===== src/ftma_pkg.sv =====
// shared types and constants for the frame-time moving average block
// no dependencies
package ftma_pkg;

	localparam int WINDOW    = 60;
	localparam int SAMPLE_W  = 24;
	localparam int SCALE_W   = 16;
	localparam int RATE_W    = 20;
	localparam int PROD_W    = SAMPLE_W + SCALE_W;
	localparam int FRAC_W    = 8;
	localparam int PTR_W     = $clog2(WINDOW);
	localparam int CNT_W     = $clog2(WINDOW + 1);
	localparam int SUM_W     = SAMPLE_W + $clog2(WINDOW);

	// 2 * 1e6 + mean fits in 25 bits
	localparam int RATE_NUM2   = 2000000;
	localparam int RATE_NUM_W  = 25;
	localparam int DIV_W       = (SUM_W > RATE_NUM_W) ? SUM_W : RATE_NUM_W;
	localparam int DCNT_W      = $clog2(DIV_W);

	localparam logic [SCALE_W-1:0] TIME_SCALE_RST = 16'd256;

	typedef enum logic [2:0] {
		ST_IDLE,
		ST_UPDATE,
		ST_DIV_MEAN,
		ST_LOAD_RATE,
		ST_DIV_RATE,
		ST_DONE
	} ftma_state_t;

endpackage


===== src/frame_time_moving_average_unit.sv =====
// frame-time moving average: sliding window sum with a shared serial divider
// depends on ftma_pkg
//
// channel  dir  handshake            payload
// -------  ---  -------------------  ---------------------------------------------
// in       in   in_valid / in_stall  frame_time
// out      out  out_valid / out_stall scaled_delta, mean_delta, mean_rate, window_full
// cfg      in   cfg_wr_en            cfg_wr_data (time_scale)
//
// the result is registered at the output from the done state, after the update, mean
// division, rate load and rate division states; the next input is taken back in idle.
// the time per item is set by the restoring divider that produces one quotient bit a cycle, used
// twice per item (mean, then frame rate). no other item is taken while one is in flight.
// reset clears the sum, fill count, write pointer, state and time_scale (to 1.0);
// the sample memory is not cleared and needs no clearing pass.
// a stalled result waits in the output register; the next input may be taken
// meanwhile, and its result waits in the last state until the register frees.
module frame_time_moving_average_unit (
	input  logic                           clk,
	input  logic                           arst_n,
	input  logic                           cfg_wr_en,
	input  logic [ftma_pkg::SCALE_W-1:0]   cfg_wr_data,
	input  logic                           in_valid,
	output logic                           in_stall,
	input  logic [ftma_pkg::SAMPLE_W-1:0]  frame_time,
	output logic                           out_valid,
	input  logic                           out_stall,
	output logic [ftma_pkg::SAMPLE_W-1:0]  scaled_delta,
	output logic [ftma_pkg::SAMPLE_W-1:0]  mean_delta,
	output logic [ftma_pkg::RATE_W-1:0]    mean_rate,
	output logic                           window_full
);

	localparam int SAMPLE_W = ftma_pkg::SAMPLE_W;
	localparam int DIV_W    = ftma_pkg::DIV_W;
	localparam int SUM_W    = ftma_pkg::SUM_W;
	localparam int CNT_W    = ftma_pkg::CNT_W;
	localparam int PTR_W    = ftma_pkg::PTR_W;
	localparam int DCNT_W   = ftma_pkg::DCNT_W;
	localparam int PROD_W   = ftma_pkg::PROD_W;
	localparam int FRAC_W   = ftma_pkg::FRAC_W;
	localparam int RATE_W   = ftma_pkg::RATE_W;

	ftma_pkg::ftma_state_t state_q, state_nxt;

	logic [ftma_pkg::SCALE_W-1:0] time_scale_q;
	logic [SAMPLE_W-1:0]          win_mem_q [ftma_pkg::WINDOW];
	logic [SAMPLE_W-1:0]          rd_data_q;
	logic [SAMPLE_W-1:0]          x_q;
	logic [SUM_W-1:0]             sum_q;
	logic [CNT_W-1:0]             fill_q;
	logic [PTR_W-1:0]             wr_ptr_q;
	logic [SAMPLE_W-1:0]          scaled_q;
	logic [SAMPLE_W-1:0]          mean_q;

	logic [DIV_W-1:0]  div_rem_q, div_quo_q, div_den_q;
	logic [DCNT_W-1:0] div_cnt_q;

	logic out_valid_q;
	logic [SAMPLE_W-1:0] out_scaled_q, out_mean_q;
	logic [RATE_W-1:0]   out_rate_q;
	logic                out_full_q;

	// control from the sequencer
	logic             in_xfer, out_xfer;
	logic             upd_en, div_load, div_step, mean_ld, out_ld;
	logic [DIV_W-1:0] div_num, div_den;
	logic             div_last;

	// datapath helpers
	logic             win_full;
	logic [SUM_W-1:0] sum_nxt;
	logic [CNT_W-1:0] fill_nxt;
	logic [PROD_W-1:0] prod;
	logic [DIV_W:0]   trial;
	logic             trial_ge;
	logic [DIV_W:0]   trial_diff;

	assign in_xfer  = in_valid && !in_stall;
	assign out_xfer = out_valid_q && !out_stall;
	assign div_last = (div_cnt_q == '0);

	assign win_full = (fill_q == CNT_W'(ftma_pkg::WINDOW));
	assign sum_nxt  = sum_q + SUM_W'(x_q) - (win_full ? SUM_W'(rd_data_q) : '0);
	assign fill_nxt = win_full ? fill_q : fill_q + CNT_W'(1);
	assign prod     = PROD_W'(x_q) * PROD_W'(time_scale_q);

	assign trial      = {div_rem_q, div_quo_q[DIV_W-1]};
	assign trial_diff = trial - {1'b0, div_den_q};
	assign trial_ge   = (trial >= {1'b0, div_den_q});

	// next state
	always_comb begin
		state_nxt = state_q;
		case (state_q)
			ftma_pkg::ST_IDLE:      if (in_xfer) state_nxt = ftma_pkg::ST_UPDATE;
			ftma_pkg::ST_UPDATE:    state_nxt = ftma_pkg::ST_DIV_MEAN;
			ftma_pkg::ST_DIV_MEAN:  if (div_last) state_nxt = ftma_pkg::ST_LOAD_RATE;
			ftma_pkg::ST_LOAD_RATE: state_nxt = ftma_pkg::ST_DIV_RATE;
			ftma_pkg::ST_DIV_RATE:  if (div_last) state_nxt = ftma_pkg::ST_DONE;
			ftma_pkg::ST_DONE:      if (!out_valid_q || !out_stall) state_nxt = ftma_pkg::ST_IDLE;
			default:                state_nxt = ftma_pkg::ST_IDLE;
		endcase
	end

	// sequencer outputs
	always_comb begin
		in_stall = 1'b1;
		upd_en   = 1'b0;
		div_load = 1'b0;
		div_step = 1'b0;
		mean_ld  = 1'b0;
		out_ld   = 1'b0;
		div_num  = '0;
		div_den  = '0;
		case (state_q)
			ftma_pkg::ST_IDLE: begin
				in_stall = 1'b0;
			end
			ftma_pkg::ST_UPDATE: begin
				upd_en   = 1'b1;
				div_load = 1'b1;
				div_num  = DIV_W'(sum_nxt);
				div_den  = DIV_W'(fill_nxt);
			end
			ftma_pkg::ST_DIV_MEAN: begin
				div_step = 1'b1;
			end
			ftma_pkg::ST_LOAD_RATE: begin
				// rounded 1e6 / mean as (2e6 + mean) / (2 * mean)
				mean_ld  = 1'b1;
				div_load = 1'b1;
				div_num  = DIV_W'(ftma_pkg::RATE_NUM2) + DIV_W'(div_quo_q[SAMPLE_W-1:0]);
				div_den  = DIV_W'({div_quo_q[SAMPLE_W-1:0], 1'b0});
			end
			ftma_pkg::ST_DIV_RATE: begin
				div_step = 1'b1;
			end
			ftma_pkg::ST_DONE: begin
				out_ld = !out_valid_q || !out_stall;
			end
			default: begin
				in_stall = 1'b1;
			end
		endcase
	end

	always_ff @(posedge clk or negedge arst_n) begin
		if (!arst_n) begin
			state_q      <= ftma_pkg::ST_IDLE;
			time_scale_q <= ftma_pkg::TIME_SCALE_RST;
			sum_q        <= '0;
			fill_q       <= '0;
			wr_ptr_q     <= '0;
			out_valid_q  <= 1'b0;
		end else begin
			state_q <= state_nxt;
			if (cfg_wr_en) time_scale_q <= cfg_wr_data;
			if (upd_en) begin
				sum_q  <= sum_nxt;
				fill_q <= fill_nxt;
				if (wr_ptr_q == PTR_W'(ftma_pkg::WINDOW - 1)) wr_ptr_q <= '0;
				else wr_ptr_q <= wr_ptr_q + PTR_W'(1);
			end
			if (out_ld) out_valid_q <= 1'b1;
			else if (out_xfer) out_valid_q <= 1'b0;
		end
	end

	// sample memory: read of the slot to be evicted on the input transfer
	always_ff @(posedge clk) begin
		if (in_xfer) rd_data_q <= win_mem_q[wr_ptr_q];
		if (upd_en) win_mem_q[wr_ptr_q] <= x_q;
	end

	// payload and shared divider
	always_ff @(posedge clk) begin
		if (in_xfer) x_q <= frame_time;
		if (upd_en) begin
			if (|prod[PROD_W-1:SAMPLE_W+FRAC_W]) scaled_q <= '1;
			else scaled_q <= prod[SAMPLE_W+FRAC_W-1:FRAC_W];
		end
		if (mean_ld) mean_q <= div_quo_q[SAMPLE_W-1:0];
		if (div_load) begin
			div_rem_q <= '0;
			div_quo_q <= div_num;
			div_den_q <= div_den;
			div_cnt_q <= DCNT_W'(DIV_W - 1);
		end else if (div_step) begin
			div_rem_q <= trial_ge ? trial_diff[DIV_W-1:0] : trial[DIV_W-1:0];
			div_quo_q <= {div_quo_q[DIV_W-2:0], trial_ge};
			div_cnt_q <= div_cnt_q - DCNT_W'(1);
		end
		if (out_ld) begin
			out_scaled_q <= scaled_q;
			out_mean_q   <= mean_q;
			out_rate_q   <= (mean_q == '0) ? '0 : div_quo_q[RATE_W-1:0];
			out_full_q   <= win_full;
		end
	end

	assign out_valid    = out_valid_q;
	assign scaled_delta = out_scaled_q;
	assign mean_delta   = out_mean_q;
	assign mean_rate    = out_rate_q;
	assign window_full  = out_full_q;

`ifndef ASSERT_OFF
	a_fill_range: assert property (@(posedge clk) disable iff (!arst_n)
		fill_q <= CNT_W'(ftma_pkg::WINDOW))
		else $error("fill count beyond window");

	a_ptr_range: assert property (@(posedge clk) disable iff (!arst_n)
		wr_ptr_q <= PTR_W'(ftma_pkg::WINDOW - 1))
		else $error("write pointer beyond window");

	a_full_sticks: assert property (@(posedge clk) disable iff (!arst_n)
		win_full |=> win_full)
		else $error("window left the full state");

	a_xfer_starts: assert property (@(posedge clk) disable iff (!arst_n)
		in_xfer |=> (state_q == ftma_pkg::ST_UPDATE) && in_stall)
		else $error("input transfer did not start an update");
`endif

endmodule

===== config.mk =====
export PLATFORM = sky130hd
export DESIGN_NAME = frame_time_moving_average_unit
export DESIGN_NICKNAME = d
export VERILOG_FILES = /design/src/ftma_pkg.sv /design/src/frame_time_moving_average_unit.sv
export SDC_FILE = /design/constraint.sdc
export NUM_CORES = 2
export LEC_CHECK = 0
export BUFFER_PORTS_ARGS = -buffer_cell sky130_fd_sc_hd__buf_2
export CAP_MARGIN = 5
export CORE_MARGIN = 2
export CORE_UTILIZATION = 68
export CTS_BUF_LIST = sky130_fd_sc_hd__clkbuf_8 sky130_fd_sc_hd__clkbuf_16
export DETAILED_ROUTE_END_ITERATION = 6
export GPL_ROUTABILITY_DRIVEN = 0
export GPL_TIMING_DRIVEN = 1
export PLACE_DENSITY = 0.91
export SKIP_LAST_GASP = 1
export SYNTH_ARGS = -nofsm -noshare
export SYNTH_HDL_FRONTEND = slang
export SYNTH_SLANG_ARGS = --single-unit
export TNS_END_PERCENT = 20

===== constraint.sdc =====
create_clock -name clk -period 17.3 [get_ports clk]
set_clock_uncertainty 0.1 [all_clocks]
set_input_delay 1.73 -clock clk [delete_from_list [all_inputs] [get_ports clk]]
set_output_delay 1.73 -clock clk [all_outputs]
set_load 0.1 [all_outputs]

==> Flow_metrics.wiki <==
{| class="wikitable"
! Metric !! Value
|-
| Status || complete, but fails checks
|-
| Violations in the final reports || max-capacitance violations, max-slew violations
|-
| Root buffer cell || sky130_fd_sc_hd__clkbuf_16
|-
| Mapped Area || 80,550 sq um
|-
| Dominant combinational cell family by area after synthesis || compound AO/OA/AOI/OAI gates
|-
| CTS clk-pin slew, worst paths || 0.06 ns
|-
| Number of fill cells || around 6,000
|-
| Type of the worst setup path || reg -> reg
|-
| Distinct cell type count after synthesis || 89
|-
| Post-Syn Nets || approximately 6,100
|-
| Chip width || approximately 350 um
|-
| Arrival time worst endpoint || approximately 8.7 ns
|-
| Area fraction in and, or, nand and nor cells after synthesis || under 10%
|-
| Endpoint type of the worst setup path || flop
|-
| Routed vias/inst || 7.345
|-
| Max-slew violations || 1
|-
| Area of the multi-input gates || 25,630 sq um
|-
| Worst skew pair latency || 0.82 ns
|-
| Number of buffers added to fix hold violations after cts || 0
|-
| XOR/XNOR share of the synthesized area || 1.000%
|-
| Post-layout nets || roughly 6,300
|-
| Prevailing post-synth register cell || sky130_fd_sc_hd__edfxtp_1
|-
| Final count of negative-setup-slack endpoints || 0
|-
| Die Area || 121,200 sq um
|-
| Number of placement rows || 126
|-
| Initial core utilization || just under 70%
|-
| Detail-routed net length per standard cell || between 30 and 40 um
|-
| Wire length of the first global-routing pass || about 350,000 um
|-
| # IOs || 116
|-
| Largest net degree at the start of global routing || around 110
|-
| Combined flip-flop and latch cell area || roughly 52,000 sq um
|-
| Average cell area after synthesis || 14.41 sq um
|-
| Required arrival time at the worst endpoint || 17.72 ns
|-
| Seq/Total Area, Yosys || 64.68%
|-
| Clock tree from TritonCTS || done
|-
| Post-route ant nets || 0
|-
| TritonCTS Buffers || 163
|-
| Initial DRC count || 10,180
|-
| Grt ovf || 0
|-
| Startpoint of the worst register-to-register path || x_q[21]
|-
| Maximum fanout along the worst path || between 70 and 80
|-
| Height of the die || 348.2 um
|-
| Number of antenna violations at the first check in global routing || 19
|-
| Ordered cell list for the critical path || buf_4 -> nand2_1 -> fa_1 -> inv_1 -> fa_1 -> inv_1 -> fa_1 -> inv_1 -> fa_1 -> inv_1 -> fa_1 -> fa_1 -> inv_1 -> ha_1 -> nand3_2 -> nor3_2 -> or4b_1 -> a211oi_2 -> o2111ai_2 -> a22oi_2 -> nor2_1 -> nor4_4 -> or3b_1
|-
| Share of the synthesized area in compound gates (AO/OA/AOI/OAI) || 11.17%
|-
| Number of instances on the worst hold path || 0
|-
| Total half-perimeter wirelength after legalization and detailed placement || 127,900 um
|-
| Syn. warnings || 0
|-
| Detailed Routing Iterations Pass 1 || 7
|-
| Clk sinks || 1,757
|-
| Vias in the first global route || roughly 55,000
|-
| # H-tree levels || 4
|-
| EDFF count, synth || ~1,700
|-
| Buffer depth of the longest clock path || 3
|-
| Top post-synthesis cells by area || sky130_fd_sc_hd__edfxtp_1 62%, sky130_fd_sc_hd__fa_1 8.2%, sky130_fd_sc_hd__a22oi_1 3.8%
|-
| RSZ-0062 raised after global routing || no
|-
| Core box area || 117,800 sq um
|-
| Maximum capacitance violations || 1
|-
| Seq cells post-synth || 1,757
|-
| Adder and majority cell fraction of the synthesized area || a little over a tenth
|-
| Period Utilization, post-route || 48.03%
|-
| Register-to-register path setup slack || between 8 and 9 ns
|-
| Number of gates given a new drive strength after cts || 0
|-
| Rel. slew slack || -0.09225%
|-
| Highest attainable clock frequency || 120.4 MHz
|-
| Register-to-Register Path Depth || 23
|-
| Most common cell after layout, fill and taps aside || sky130_fd_sc_hd__edfxtp_1
|-
| Fraction of layout instances using a drive strength above 1 || 11.39%
|-
| Hold path startpoint || scaled_q[20]
|-
| Post-detailed-routing wire length || roughly 240,000 um
|-
| Transition time at the pin with the least slew margin || around 1.5 ns
|-
| Master of the slowest instance on the critical path || sky130_fd_sc_hd__buf_4
|-
| Crit path top cell by count || sky130_fd_sc_hd__fa_1
|-
| Final-layout setup total negative slack || 0 ns
|-
| Async set-or-reset flop fraction in the synthesized netlist || 3.529%
|-
| Most frequent cells in the layout || 1,660 x sky130_fd_sc_hd__edfxtp_1, 541 x sky130_fd_sc_hd__inv_1, 405 x sky130_fd_sc_hd__a22oi_1
|-
| Area share of the largest cell type after synthesis || between 60% and 70%
|-
| Worst hold path type || reg -> reg
|-
| Max incr delay on CP || 0.74 ns
|-
| Post-synthesis cell type with the largest combined area || sky130_fd_sc_hd__edfxtp_1
|-
| Mux contribution to synthesized area || roughly 1.8%
|-
| Count of buffers inserted at the top-level ports || 115
|-
| Vias post-DR || 54,220
|-
| Setup bufs post-CTS || 0
|-
| Endpoint of the most critical register-to-register path || scaled_q[2]
|-
| Remaining routing DRC violations || 0
|-
| Gate Count Post-Synth || 5,590
|-
| Synthesis-to-layout area growth || 10.13%
|-
| Min Clock Period, post-route || a little over 8 ns
|-
| CP startpoint kind || flop
|-
| All-Layer GR Usage || 39.23%
|-
| Endpoint of the worst hold-timing path || scaled_delta[20]
|-
| Number of failing hold endpoints at the final stage || 0
|}
## per-layer routing
| layer | share of wire, % | wire [um] | vias up | global-route usage (%) |
|---|---|---|---|---|
| li1 | - | - | 21100 | - |
| met1 | 30 | 71050 | 25680 | 46.47 |
| met2 | 45 | 107900 | 5941 | 60.34 |
| met3 | 15 | 36450 | 1484 | 12.23 |
| met4 | 9.2 | 21840 | 18 | 30.34 |
| met5 | 0.049 | 117 | - | 0 |
## per-stage QoR
step	hold WS [ns]	std cells	setup slack [ns]	cell area (sq um)	util, %
floorplan	0.3003	5590	9.689	80550	-
global placement	0.3066	7073	9.389	83230	70.68
detailed placement	0.3045	7073	9.141	83230	70.68
CTS	0.3169	7371	9.073	88650	75.27
global route	0.3291	7377	8.614	88700	75.32
finish	0.3151	7382	8.992	88710	75.33
## worst max path at each step
stage                     startpoint            to  slack, ns  depth (start not counted)
after floorplan              x_q[21]  scaled_q[15]       9.69                         24
after global placement       x_q[21]   scaled_q[2]       9.39                         23
final                        x_q[21]   scaled_q[2]       8.99                         23
after global routing         x_q[21]   scaled_q[2]       8.61                         23
after CTS                    x_q[21]   scaled_q[2]       9.07                         23
after detailed placement     x_q[21]   scaled_q[2]       9.14                         23
## logic make-up (layout without fill, tap and decap cells)
family,Yosys count,after routing
AND/OR/NAND/NOR,1071,1071
flip-flops,1757,1757
buffers and inverters,812,1062
adder cells (fa/ha/maj),499,499
XOR/XNOR,92,92
AO/OA/AOI/OAI,1255,1255
multiplexers,104,104
other,0,6
## critical path: cells and delay by family (launching register included)
family                   cells  cell delay, ns
adder cells (fa/ha/maj)      7            3.44
AND/OR/NAND/NOR              7            2.25
buffers and inverters        6            1.08
AO/OA/AOI/OAI                3            0.76
flip-flops                   1            0.32
## cell type report
type	count	area share, %
clock inverters	124	1.284
well taps	1536	2.166
clock buffers	174	4.820
multi-input cells	3021	28.89
repair buffers	259	1.944
flip-flops and latches	1757	58.74
inverters	505	2.137
diodes	6	0.01693
## synthesized netlist by cell type (all sizes together), types with 34 or more instances
cell,n
nand3,54
a22oi,406
a221oi,120
a31oi,120
nand2,381
clkbuf,221
fa,330
mux2i,37
nor2,170
edfxtp,1660
a22o,124
o21ai,148
dfrtp,61
and2,225
a21o,54
xnor2,55
nand4,34
xor2,37
a21oi,134
buf,86
nor3,37
dfxtp,35
a41oi,34
ha,169
inv,504
mux2,36
## state kept, by name, summed over array words and instances, names as in the netlist
| register | flops |
|---|---|
| scaled_delta | 24 |
| mean_q | 24 |
| mean_delta | 24 |
| win_mem_q | 1440 |
| window_full | 1 |
| mean_rate | 20 |
| scaled_q | 24 |
| rd_data_q | 24 |
| div_rem_q | 30 |
| div_den_q | 25 |
| wr_ptr_q | 6 |
| state_q | 3 |
| div_cnt_q | 5 |
| fill_q | 6 |
| div_quo_q | 30 |
| sum_q | 30 |
| out_valid | 1 |
| x_q | 24 |
| time_scale_q | 16 |
Power is not shown: default switching activity piles up to over one toggle a cycle in this logic, so the estimate is an artifact.
